--- src/rtl/core/fst_pkg.sv ---
package fst_pkg;

   // input word kinds
   localparam logic [1:0] KIND_WINDOW = 2'd0;
   localparam logic [1:0] KIND_DATA   = 2'd1;
   localparam logic [1:0] KIND_REDUND = 2'd2;
   localparam logic [1:0] KIND_RESET  = 2'd3;

   // tag types
   localparam logic [1:0] TAG_NONE   = 2'd0;
   localparam logic [1:0] TAG_NEW    = 2'd1;
   localparam logic [1:0] TAG_REDUND = 2'd2;
   localparam logic [1:0] TAG_RETX   = 2'd3;

   // register indexes
   localparam int unsigned CSR_IDX_W = 3;
   localparam logic [CSR_IDX_W-1:0] CSR_DYNAMIC = 3'd0;
   localparam logic [CSR_IDX_W-1:0] CSR_OUTSIDE = 3'd1;
   localparam logic [CSR_IDX_W-1:0] CSR_BASE    = 3'd2;
   localparam logic [CSR_IDX_W-1:0] CSR_MAX     = 3'd3;
   localparam logic [CSR_IDX_W-1:0] CSR_GROUPS  = 3'd4;
   localparam logic [CSR_IDX_W-1:0] CSR_SEGMENT = 3'd5;
   localparam int unsigned CSR_DATA_W = 16;

   // divider
   localparam int unsigned DIV_W = 32;
   localparam int unsigned DIV_CNT_W = $clog2(DIV_W);

   typedef struct packed {
      logic busy;
      logic done;
   } div_stat_type;

   typedef enum logic [2:0] {
      ST_IDLE,
      ST_DIV1,
      ST_EVAL,
      ST_DIV2,
      ST_CLAMP,
      ST_MUL,
      ST_DONE
   } fst_state_type;

endpackage

--- src/rtl/core/fst_div.sv ---
module fst_div (
   input  logic                      clock,
   input  logic                      reset,
   input  logic                      start,
   input  logic [fst_pkg::DIV_W-1:0] dividend,
   input  logic [fst_pkg::DIV_W-1:0] divisor,
   output logic [fst_pkg::DIV_W-1:0] quotient,
   output fst_pkg::div_stat_type     stat
);
   import fst_pkg::*;

   // restoring divider, one quotient bit a cycle
   logic [DIV_W-1:0]     rem_ff, rem_in;
   logic [DIV_W-1:0]     quo_ff, quo_in;
   logic [DIV_W-1:0]     dvs_ff, dvs_in;
   logic [DIV_CNT_W-1:0] cnt_ff, cnt_in;
   logic                 busy_ff, busy_in;
   logic                 done_ff, done_in;

   logic [DIV_W:0] shifted;
   logic [DIV_W:0] diff;
   logic           ge;

   always_comb begin
      shifted = {rem_ff, quo_ff[DIV_W-1]};
      diff    = shifted - {1'b0, dvs_ff};
      ge      = shifted >= {1'b0, dvs_ff};
      rem_in  = rem_ff;
      quo_in  = quo_ff;
      dvs_in  = dvs_ff;
      cnt_in  = cnt_ff;
      busy_in = busy_ff;
      done_in = 1'b0;
      if (start) begin
         rem_in  = '0;
         quo_in  = dividend;
         dvs_in  = divisor;
         cnt_in  = '0;
         busy_in = 1'b1;
      end else if (busy_ff) begin
         rem_in = ge ? diff[DIV_W-1:0] : shifted[DIV_W-1:0];
         quo_in = {quo_ff[DIV_W-2:0], ge};
         cnt_in = cnt_ff + 1'b1;
         if (cnt_ff == DIV_CNT_W'(DIV_W - 1)) begin
            busy_in = 1'b0;
            done_in = 1'b1;
         end
      end
   end

   always_ff @(posedge clock) begin
      rem_ff <= rem_in;
      quo_ff <= quo_in;
      dvs_ff <= dvs_in;
      if (reset) begin
         cnt_ff  <= '0;
         busy_ff <= 1'b0;
         done_ff <= 1'b0;
      end else begin
         cnt_ff  <= cnt_in;
         busy_ff <= busy_in;
         done_ff <= done_in;
      end
   end

   assign quotient  = quo_ff;
   assign stat.busy = busy_ff;
   assign stat.done = done_ff;

endmodule

--- src/rtl/core/fec_sender_tagger.sv ---
// FEC sender tagger.
// Request channel (req_): one word per item, kind selects window update,
// data packet, redundancy packet or round reset. Response channel (rsp_):
// exactly one word per request word, in order, carrying the tag fields,
// the current FEC window and the clamp flag.
// Data, redundancy and round reset words are handled in the accept cycle;
// the response is registered and shows in the cycle after acceptance.
// A window update runs cwnd_bytes / segment_size on the shared divider
// (one quotient bit a cycle), then evaluates the packet window. Static
// mode, and dynamic inner mode below base window * groups + groups, give
// the response from there. Otherwise dynamic mode uses the divider a
// second time for the per-group window, then clamps and multiplies.
// The sequencer takes one word at a time; req_ready is low while a window
// update is being worked. A finished response waits in the output
// register; the next word is still taken while it waits, provided it is
// taken out by the receiver in the same cycle or it has already gone.
// A stalled receiver therefore holds the block after one pending word.
// Configuration is written through csr_we / csr_index / csr_wdata by the
// user, only while idle; the block does not enforce it. Synchronous reset
// sets group count 1, segment size 1000, round 1, other control state zero.
module fec_sender_tagger (
   input  logic                             clock,
   input  logic                             reset,
   input  logic                             req_valid,
   output logic                             req_ready,
   input  logic [1:0]                       req_kind,
   input  logic [31:0]                      req_cwnd_bytes,
   input  logic [31:0]                      req_seq,
   input  logic [31:0]                      req_high_tx_mark,
   output logic                             rsp_valid,
   input  logic                             rsp_ready,
   output logic                             rsp_tagged_res,
   output logic [1:0]                       rsp_tag_type,
   output logic [31:0]                      rsp_tag_serial,
   output logic [31:0]                      rsp_tag_round,
   output logic [7:0]                       rsp_tag_group,
   output logic [7:0]                       rsp_tag_groups,
   output logic [31:0]                      rsp_fec_window,
   output logic                             rsp_clamp_hit,
   input  logic                             csr_we,
   input  logic [fst_pkg::CSR_IDX_W-1:0]    csr_index,
   input  logic [fst_pkg::CSR_DATA_W-1:0]   csr_wdata
);
   import fst_pkg::*;

   // config registers
   logic        dynamic_ff, dynamic_in;
   logic        outside_ff, outside_in;
   logic [15:0] base_ff, base_in;
   logic [15:0] max_ff, max_in;
   logic [7:0]  gcfg_ff, gcfg_in;
   logic [15:0] seg_ff, seg_in;

   // tagging state
   logic [31:0] round_ff, round_in;
   logic [7:0]  group_ff, group_in;
   logic [31:0] serial_ff, serial_in;
   logic [7:0]  active_ff, active_in;
   logic [31:0] window_ff, window_in;

   // window update working registers
   logic [23:0] full_ff, full_in;     // base_window * groups
   logic [7:0]  geff_ff, geff_in;
   logic [31:0] win_ff, win_in;       // window in packets
   logic [31:0] fc_ff, fc_in;         // per-group window
   logic [7:0]  n_ff, n_in;
   logic        clamp_ff, clamp_in;

   // response register
   logic        rsp_valid_ff, rsp_valid_in;
   logic        tagged_ff, tagged_in;
   logic [1:0]  ttype_ff, ttype_in;
   logic [31:0] tserial_ff, tserial_in;
   logic [31:0] tround_ff, tround_in;
   logic [7:0]  tgroup_ff, tgroup_in;
   logic [7:0]  tgroups_ff, tgroups_in;
   logic [31:0] rwin_ff, rwin_in;
   logic        rclamp_ff, rclamp_in;

   fst_state_type state_ff, state_in;

   // shared divider
   logic               div_start;
   logic [DIV_W-1:0]   div_dividend;
   logic [DIV_W-1:0]   div_divisor;
   logic [DIV_W-1:0]   div_quotient;
   div_stat_type       div_stat;

   fst_div u_div (
      .clock    (clock),
      .reset    (reset),
      .start    (div_start),
      .dividend (div_dividend),
      .divisor  (div_divisor),
      .quotient (div_quotient),
      .stat     (div_stat)
   );

   logic        out_free;
   logic        accept;
   logic [7:0]  g_eff;
   logic [15:0] seg_eff;
   logic [24:0] win_edge;
   logic        win_ge_edge;
   logic        win_lt_g;
   logic [31:0] seq_diff;
   logic [7:0]  grp_cur;
   logic [7:0]  grp_inc;

   assign out_free    = !rsp_valid_ff || rsp_ready;
   assign accept      = req_valid && req_ready;
   assign g_eff       = (gcfg_ff == 8'd0) ? 8'd1 : gcfg_ff;
   assign seg_eff     = (seg_ff == 16'd0) ? 16'd1 : seg_ff;
   assign win_edge    = {1'b0, full_ff} + {17'd0, geff_ff};
   assign win_ge_edge = win_ff >= {7'd0, win_edge};
   assign win_lt_g    = win_ff < {24'd0, geff_ff};
   assign seq_diff    = req_seq - req_high_tx_mark;

   // next state
   always_comb begin
      state_in = state_ff;
      case (state_ff)
         ST_IDLE: begin
            if (accept && req_kind == KIND_WINDOW) state_in = ST_DIV1;
         end
         ST_DIV1: begin
            if (div_stat.done) state_in = ST_EVAL;
         end
         ST_EVAL: begin
            if (!dynamic_ff || (!outside_ff && !win_ge_edge)) state_in = ST_DONE;
            else state_in = ST_DIV2;
         end
         ST_DIV2: begin
            if (div_stat.done) state_in = ST_CLAMP;
         end
         ST_CLAMP: state_in = ST_MUL;
         ST_MUL:   state_in = ST_DONE;
         ST_DONE: begin
            if (out_free) state_in = ST_IDLE;
         end
         default:  state_in = ST_IDLE;
      endcase
   end

   // sequencer outputs
   always_comb begin
      req_ready    = 1'b0;
      div_start    = 1'b0;
      div_dividend = req_cwnd_bytes;
      div_divisor  = {16'd0, seg_eff};
      case (state_ff)
         ST_IDLE: begin
            req_ready = out_free;
            div_start = accept && req_kind == KIND_WINDOW;
         end
         ST_EVAL: begin
            div_start = dynamic_ff && (outside_ff || win_ge_edge);
            if (outside_ff) begin
               div_dividend = win_ff;
               div_divisor  = win_lt_g ? 32'd1 : {24'd0, geff_ff};
            end else begin
               div_dividend = win_ff - {24'd0, geff_ff};
               div_divisor  = {24'd0, geff_ff};
            end
         end
         default: ;
      endcase
   end

   // datapath
   always_comb begin
      dynamic_in = dynamic_ff;
      outside_in = outside_ff;
      base_in    = base_ff;
      max_in     = max_ff;
      gcfg_in    = gcfg_ff;
      seg_in     = seg_ff;
      round_in   = round_ff;
      group_in   = group_ff;
      serial_in  = serial_ff;
      active_in  = active_ff;
      window_in  = window_ff;
      full_in    = full_ff;
      geff_in    = geff_ff;
      win_in     = win_ff;
      fc_in      = fc_ff;
      n_in       = n_ff;
      clamp_in   = clamp_ff;
      tagged_in  = tagged_ff;
      ttype_in   = ttype_ff;
      tserial_in = tserial_ff;
      tround_in  = tround_ff;
      tgroup_in  = tgroup_ff;
      tgroups_in = tgroups_ff;
      rwin_in    = rwin_ff;
      rclamp_in  = rclamp_ff;
      rsp_valid_in = rsp_valid_ff && !rsp_ready;
      grp_cur    = group_ff;
      grp_inc    = group_ff + 8'd1;

      if (csr_we) begin
         case (csr_index)
            CSR_DYNAMIC: dynamic_in = csr_wdata[0];
            CSR_OUTSIDE: outside_in = csr_wdata[0];
            CSR_BASE:    base_in    = csr_wdata;
            CSR_MAX:     max_in     = csr_wdata;
            CSR_GROUPS:  gcfg_in    = csr_wdata[7:0];
            CSR_SEGMENT: seg_in     = csr_wdata;
            default: ;
         endcase
      end

      case (state_ff)
         ST_IDLE: begin
            if (accept) begin
               // untagged defaults
               tagged_in  = 1'b0;
               ttype_in   = TAG_NONE;
               tserial_in = '0;
               tround_in  = '0;
               tgroup_in  = '0;
               tgroups_in = '0;
               rclamp_in  = 1'b0;
               case (req_kind)
                  KIND_WINDOW: begin
                     full_in  = 24'(base_ff) * 24'(g_eff);
                     geff_in  = g_eff;
                     clamp_in = 1'b0;
                  end
                  KIND_DATA: begin
                     if (base_ff != 16'd0) begin
                        // single group pins the index to zero
                        if (g_eff == 8'd1) grp_cur = 8'd0;
                        grp_inc    = grp_cur + 8'd1;
                        tagged_in  = 1'b1;
                        ttype_in   = seq_diff[31] ? TAG_RETX : TAG_NEW;
                        tserial_in = req_seq;
                        tround_in  = round_ff;
                        tgroup_in  = grp_cur;
                        tgroups_in = active_ff;
                        group_in   = grp_cur;
                        if (active_ff > 8'd1) begin
                           group_in = (grp_inc == active_ff) ? 8'd0 : grp_inc;
                        end
                        serial_in = req_seq + 32'd1;
                     end
                  end
                  KIND_REDUND: begin
                     tagged_in  = 1'b1;
                     ttype_in   = TAG_REDUND;
                     tserial_in = serial_ff;
                     tround_in  = round_ff;
                     tgroup_in  = group_ff;
                     tgroups_in = active_ff;
                     if (active_ff > 8'd1) begin
                        serial_in = serial_ff + 32'd1;
                        if (grp_inc == active_ff) begin
                           group_in = 8'd0;
                           round_in = round_ff + 32'd1;
                        end else begin
                           group_in = grp_inc;
                        end
                     end else if (active_ff == 8'd1) begin
                        group_in = 8'd0;
                        round_in = round_ff + 32'd1;
                     end
                  end
                  default: begin
                     round_in = round_ff + 32'd1;
                     group_in = 8'd0;
                  end
               endcase
               if (req_kind != KIND_WINDOW) begin
                  rwin_in      = window_ff;
                  rsp_valid_in = 1'b1;
               end
            end
         end
         ST_DIV1: begin
            if (div_stat.done) win_in = div_quotient;
         end
         ST_EVAL: begin
            if (!dynamic_ff) begin
               if (outside_ff || win_ge_edge) begin
                  window_in = {8'd0, full_ff};
                  active_in = geff_ff;
               end else begin
                  window_in = win_ff;
                  active_in = 8'd1;
               end
            end else if (outside_ff) begin
               n_in = win_lt_g ? 8'd1 : geff_ff;
            end else if (!win_ge_edge) begin
               window_in = win_ff;
               active_in = 8'd1;
            end else begin
               n_in = geff_ff;
            end
         end
         ST_DIV2: begin
            if (div_stat.done) fc_in = div_quotient;
         end
         ST_CLAMP: begin
            if (max_ff != 16'd0 && fc_ff >= {16'd0, max_ff}) begin
               fc_in    = {16'd0, max_ff};
               clamp_in = 1'b1;
            end
         end
         ST_MUL: begin
            window_in = 32'(fc_ff * {24'd0, n_ff});
            active_in = n_ff;
         end
         ST_DONE: begin
            if (out_free) begin
               tagged_in    = 1'b0;
               ttype_in     = TAG_NONE;
               tserial_in   = '0;
               tround_in    = '0;
               tgroup_in    = '0;
               tgroups_in   = '0;
               rwin_in      = window_ff;
               rclamp_in    = clamp_ff;
               rsp_valid_in = 1'b1;
            end
         end
         default: ;
      endcase
   end

   always_ff @(posedge clock) begin
      full_ff    <= full_in;
      geff_ff    <= geff_in;
      win_ff     <= win_in;
      fc_ff      <= fc_in;
      n_ff       <= n_in;
      clamp_ff   <= clamp_in;
      tagged_ff  <= tagged_in;
      ttype_ff   <= ttype_in;
      tserial_ff <= tserial_in;
      tround_ff  <= tround_in;
      tgroup_ff  <= tgroup_in;
      tgroups_ff <= tgroups_in;
      rwin_ff    <= rwin_in;
      rclamp_ff  <= rclamp_in;
      if (reset) begin
         dynamic_ff   <= 1'b0;
         outside_ff   <= 1'b0;
         base_ff      <= 16'd0;
         max_ff       <= 16'd0;
         gcfg_ff      <= 8'd1;
         seg_ff       <= 16'd1000;
         round_ff     <= 32'd1;
         group_ff     <= 8'd0;
         serial_ff    <= 32'd0;
         active_ff    <= 8'd0;
         window_ff    <= 32'd0;
         rsp_valid_ff <= 1'b0;
         state_ff     <= ST_IDLE;
      end else begin
         dynamic_ff   <= dynamic_in;
         outside_ff   <= outside_in;
         base_ff      <= base_in;
         max_ff       <= max_in;
         gcfg_ff      <= gcfg_in;
         seg_ff       <= seg_in;
         round_ff     <= round_in;
         group_ff     <= group_in;
         serial_ff    <= serial_in;
         active_ff    <= active_in;
         window_ff    <= window_in;
         rsp_valid_ff <= rsp_valid_in;
         state_ff     <= state_in;
      end
   end

   assign rsp_valid      = rsp_valid_ff;
   assign rsp_tagged_res = tagged_ff;
   assign rsp_tag_type   = ttype_ff;
   assign rsp_tag_serial = tserial_ff;
   assign rsp_tag_round  = tround_ff;
   assign rsp_tag_group  = tgroup_ff;
   assign rsp_tag_groups = tgroups_ff;
   assign rsp_fec_window = rwin_ff;
   assign rsp_clamp_hit  = rclamp_ff;

endmodule

--- config.mk ---
export PLATFORM = sky130hd
export DESIGN_NAME = fec_sender_tagger
export DESIGN_NICKNAME = d
export VERILOG_FILES = /design/src/rtl/core/fst_pkg.sv /design/src/rtl/core/fst_div.sv /design/src/rtl/core/fec_sender_tagger.sv
export SDC_FILE = /design/constraint.sdc
export NUM_CORES = 2
export LEC_CHECK = 0
export BUFFER_PORTS_ARGS = -buffer_cell sky130_fd_sc_hd__buf_2
export CORE_MARGIN = 5
export CORE_UTILIZATION = 45
export DETAILED_ROUTE_END_ITERATION = 10
export SLEW_MARGIN = 20
export SYNTH_ARGS = -nofsm -noshare
export SYNTH_HDL_FRONTEND = slang
export SYNTH_SLANG_ARGS = --single-unit
export TNS_END_PERCENT = 1
--- constraint.sdc ---
create_clock -name clock -period 15.2 [get_ports clock]
set_input_delay 0.76 -clock clock [delete_from_list [all_inputs] [get_ports clock]]
set_output_delay 0.76 -clock clock [all_outputs]
set_load 0.02 [all_outputs]
==> summary.txt <==
STA
  • Min Tclk post-route: 6228 ps
  • Fin crit share: 40.97%
  • Final hold violation count: 0
  • Hold Slack: 427.5 ps
  • Final setup vio count: 0
  • Setup_tns: 0 ps
  • RSZ-0062 raised after global routing: false
  • Worst slew margin: 25.02%
  • Max Fclk: 160.6 MHz
  • Max Slew Vio Count: 0
  • Clock Skew: 50.43 ps
  • Worst-Margin Slew: 1096 ps

Worst setup path
  • Worst path slowest cell: nor2_1
  • Critical path capture point type: flip-flop
  • RR Endpoint: u_div.quotient[7]
  • Worst Path Required: 15,660 ps
  • Worst R2R Path Depth: 25
  • CP startpoint kind: flip-flop
  • WP data arrival: 6680 ps
  • Reg2reg start: full_ff[0]
  • Setup slack, reg-to-reg: 8970 ps
  • Worst-path maximum fanout: 65
  • Most frequent CP cell: o21ai_0
  • Slowest cell delay on critical path: 770 ps
  • Setup CP Type: reg2reg

Min path
  • Min-delay src: csr_wdata[2]
  • Hold path endpoint: seg_ff[2]
  • Min-Delay Path Class: in2reg
  • Hold path depth: 3

Power
  • Pwr per Cell Area: 135.6 mW/mm^2
  • Peak VDD IR: 0.1032 mV
  • Leak: 16.80 nW

Routing
  • Via count: 27,760
  • Drt total wl: 101,900 microns
  • # DRC: 0
  • DRT Pass-1 Iters: 5
  • Vias/cell: 5.476
  • Routed Antenna Nets: 0
  • WL per Instance: 20.10 microns
  • DR iter-0 viols: 1,854

Clock network
  • Clock Pin Slew Worst Setup and Hold Paths: 60 ps
  • Resize count post-CTS: 0
  • Sink Count: 482
  • Num CTS Buffers: 54
  • Clock insertion delay at the later pin of the skew report: 640 ps
  • CTS tree: done
  • Clock buffer depth: 3
  • CTS root buffer: clkbuf_16
  • Clock H-tree levels: 2
  • Hold buffer count at CTS: 0
  • Post-CTS Setup Bufs: 0

Place
  • DP Cell Count: 4,962
  • DP HPWL: 77,460 microns
  • I/O Buffers: 239
  • Final Wtd Congestion: 0.8925

Run status
  • Status: completed

Synthesis
  • Sequential element share of the synthesized area: 34.33%
  • Gate Count Post-Synth: 3,825
  • Syn_area_per_cell: 9.400 sq um
  • Distinct cells, synth: 98
  • Post-synth EDFFs: 269
  • Post-synth ARST share: 0%
  • Main synth FF type: edfxtp_1
  • Syn Std Cell Area: 0.03595 sq mm
  • Synth warn: 0
  • Synthesized flop and latch total: 482
  • Mapped Nets: 4,386

Global route
  • Total GRT Usage: 23.34%
  • First-pass GRT wire length: 160,300 microns
  • Overflow after GRT: 0
  • Antenna violations before repair: 22
  • Vias in the first global route: 27,570
  • Largest net degree at the start of global routing: 71

Cells and area
  • Area delta synth->final: 10.84%
  • Area of the multi-input gates: 0.02148 sq mm
  • Most frequent cells in the layout: 445 x nand2_1, 358 x inv_1, 295 x and2_1
  • Sequential Area: 0.01234 sq mm
  • Nets: 4,529
  • Fill cell count: 7,415
  • Fraction of layout cells with a size suffix above 1: 11.71%
  • Core Util, Final: 50.36%
  • Layout Cells excl Fill: 5,070
  • Commonest non-fill, non-tap cell in the layout: nand2_1

Floorplanning
  • Die W: 292.7 microns
  • Die Y: 292.7 microns
  • Std-Cell Core Area: 0.07913 sq mm
  • DIE AREA: 0.08565 sq mm
  • # IOs: 240
  • Initial core utilization: 45.44%
  • Site Rows: 103

Flow run
  • Max-Cap Viols: 0
-- synth_stat cells (55+ instances only) --
master / number / area (sq um)
a21o_1: 58 / 435.4
a21oi_1: 218 / 1091
and2_1: 295 / 1846
clkbuf_1: 150 / 563.0
dfxtp_1: 213 / 4264
edfxtp_1: 269 / 8078
fa_1: 243 / 4865
ha_1: 196 / 2452
inv_1: 359 / 1348
mux2i_1: 61 / 610.6
nand2_1: 445 / 1670
nand3_1: 78 / 390.4
nor2_1: 226 / 848.3
nor3_1: 55 / 275.3
o21ai_0: 170 / 850.8
xnor2_1: 90 / 788.3
xor2_1: 75 / 656.9
-- cell families after synthesis --
| logic type | Yosys count | synth area share (%) |
|---|---|---|
| compound gates | 725 | 13.22 |
| fa+ha+maj | 439 | 20.35 |
| buf+inv | 554 | 6.153 |
| xor+xnor | 169 | 4.274 |
| mux | 81 | 2.325 |
| flops | 482 | 34.33 |
| simple gates | 1375 | 19.35 |
-- layer usage --
layer | part of all wire, % | global-route usage [%] | up-vias
li1 | - | - | 13340
met1 | 42 | 30.08 | 13550
met2 | 49 | 40.09 | 658
met3 | 5.5 | 4.087 | 186
met4 | 3.9 | 7.608 | 28
met5 | 0.19 | 0 | -
-- registers in the layout, summed over array words and instances (netlist names), 16 cells and up --
signal and flops:
u_div.quotient 32, rsp_tag_serial 32, fc_ff 32, round_ff 32
seg_ff 16, u_div.rem_ff 32, full_ff 24, window_ff 32
base_ff 16, rsp_fec_window 32, serial_ff 32, max_ff 16
u_div.dvs_ff 16, win_ff 32, rsp_tag_round 32
-- area by class of cell --
| type | count | share of cell area [%] |
|---|---|---|
| antenna | 7 | 0.04396 |
| clock buffer | 71 | 3.755 |
| clock inverter | 30 | 0.8132 |
| inverter | 359 | 3.382 |
| multi-input combinational | 2789 | 53.91 |
| sequential | 482 | 30.97 |
| tap | 1050 | 3.297 |
| timing repair buffer | 282 | 3.827 |
-- critical path, delay by kind of cell, from the launching register on --
kind            cells  cell delay [ps]
fa+ha+maj           3              700
buf+inv             4             1070
flops               1              420
compound gates     11             2480
xor+xnor            1              160
simple gates        6             1190
-- worst max path at each step --
| stage | start | end | cells after the start |
|---|---|---|---|
| 2_1_floorplan | rsp_ready | rsp_clamp_hit | 2 |
| 3_3_place_gp | geff_ff[0] | u_div.quotient[17] | 25 |
| 3_5_place_dp | geff_ff[0] | u_div.quotient[27] | 25 |
| 4_1_cts | geff_ff[0] | u_div.quotient[7] | 25 |
| 5_1_grt | geff_ff[0] | u_div.quotient[27] | 25 |
| 6_report | full_ff[0] | u_div.quotient[7] | 25 |
-- through the flow --
stage	setup slack, ps	total power, mW	area, sq um
final	8972	5.402	39850
after global routing	8410	5.774	39840
after CTS	8946	5.448	39830
after detailed placement	8946	4.101	38010
after global placement	9129	4.094	38010
after floorplan	7577	3.443	35950
-- where the power goes --
| group | internal (mW) | switching [mW] |
|---|---|---|
| Clock | 0.755 | 0.572 |
| Combinational | 0.889 | 1.39 |
| Sequential | 1.63 | 0.174 |
| Total | 3.27 | 2.13 |
No activity file was read; power rests on OpenSTA's default activity.
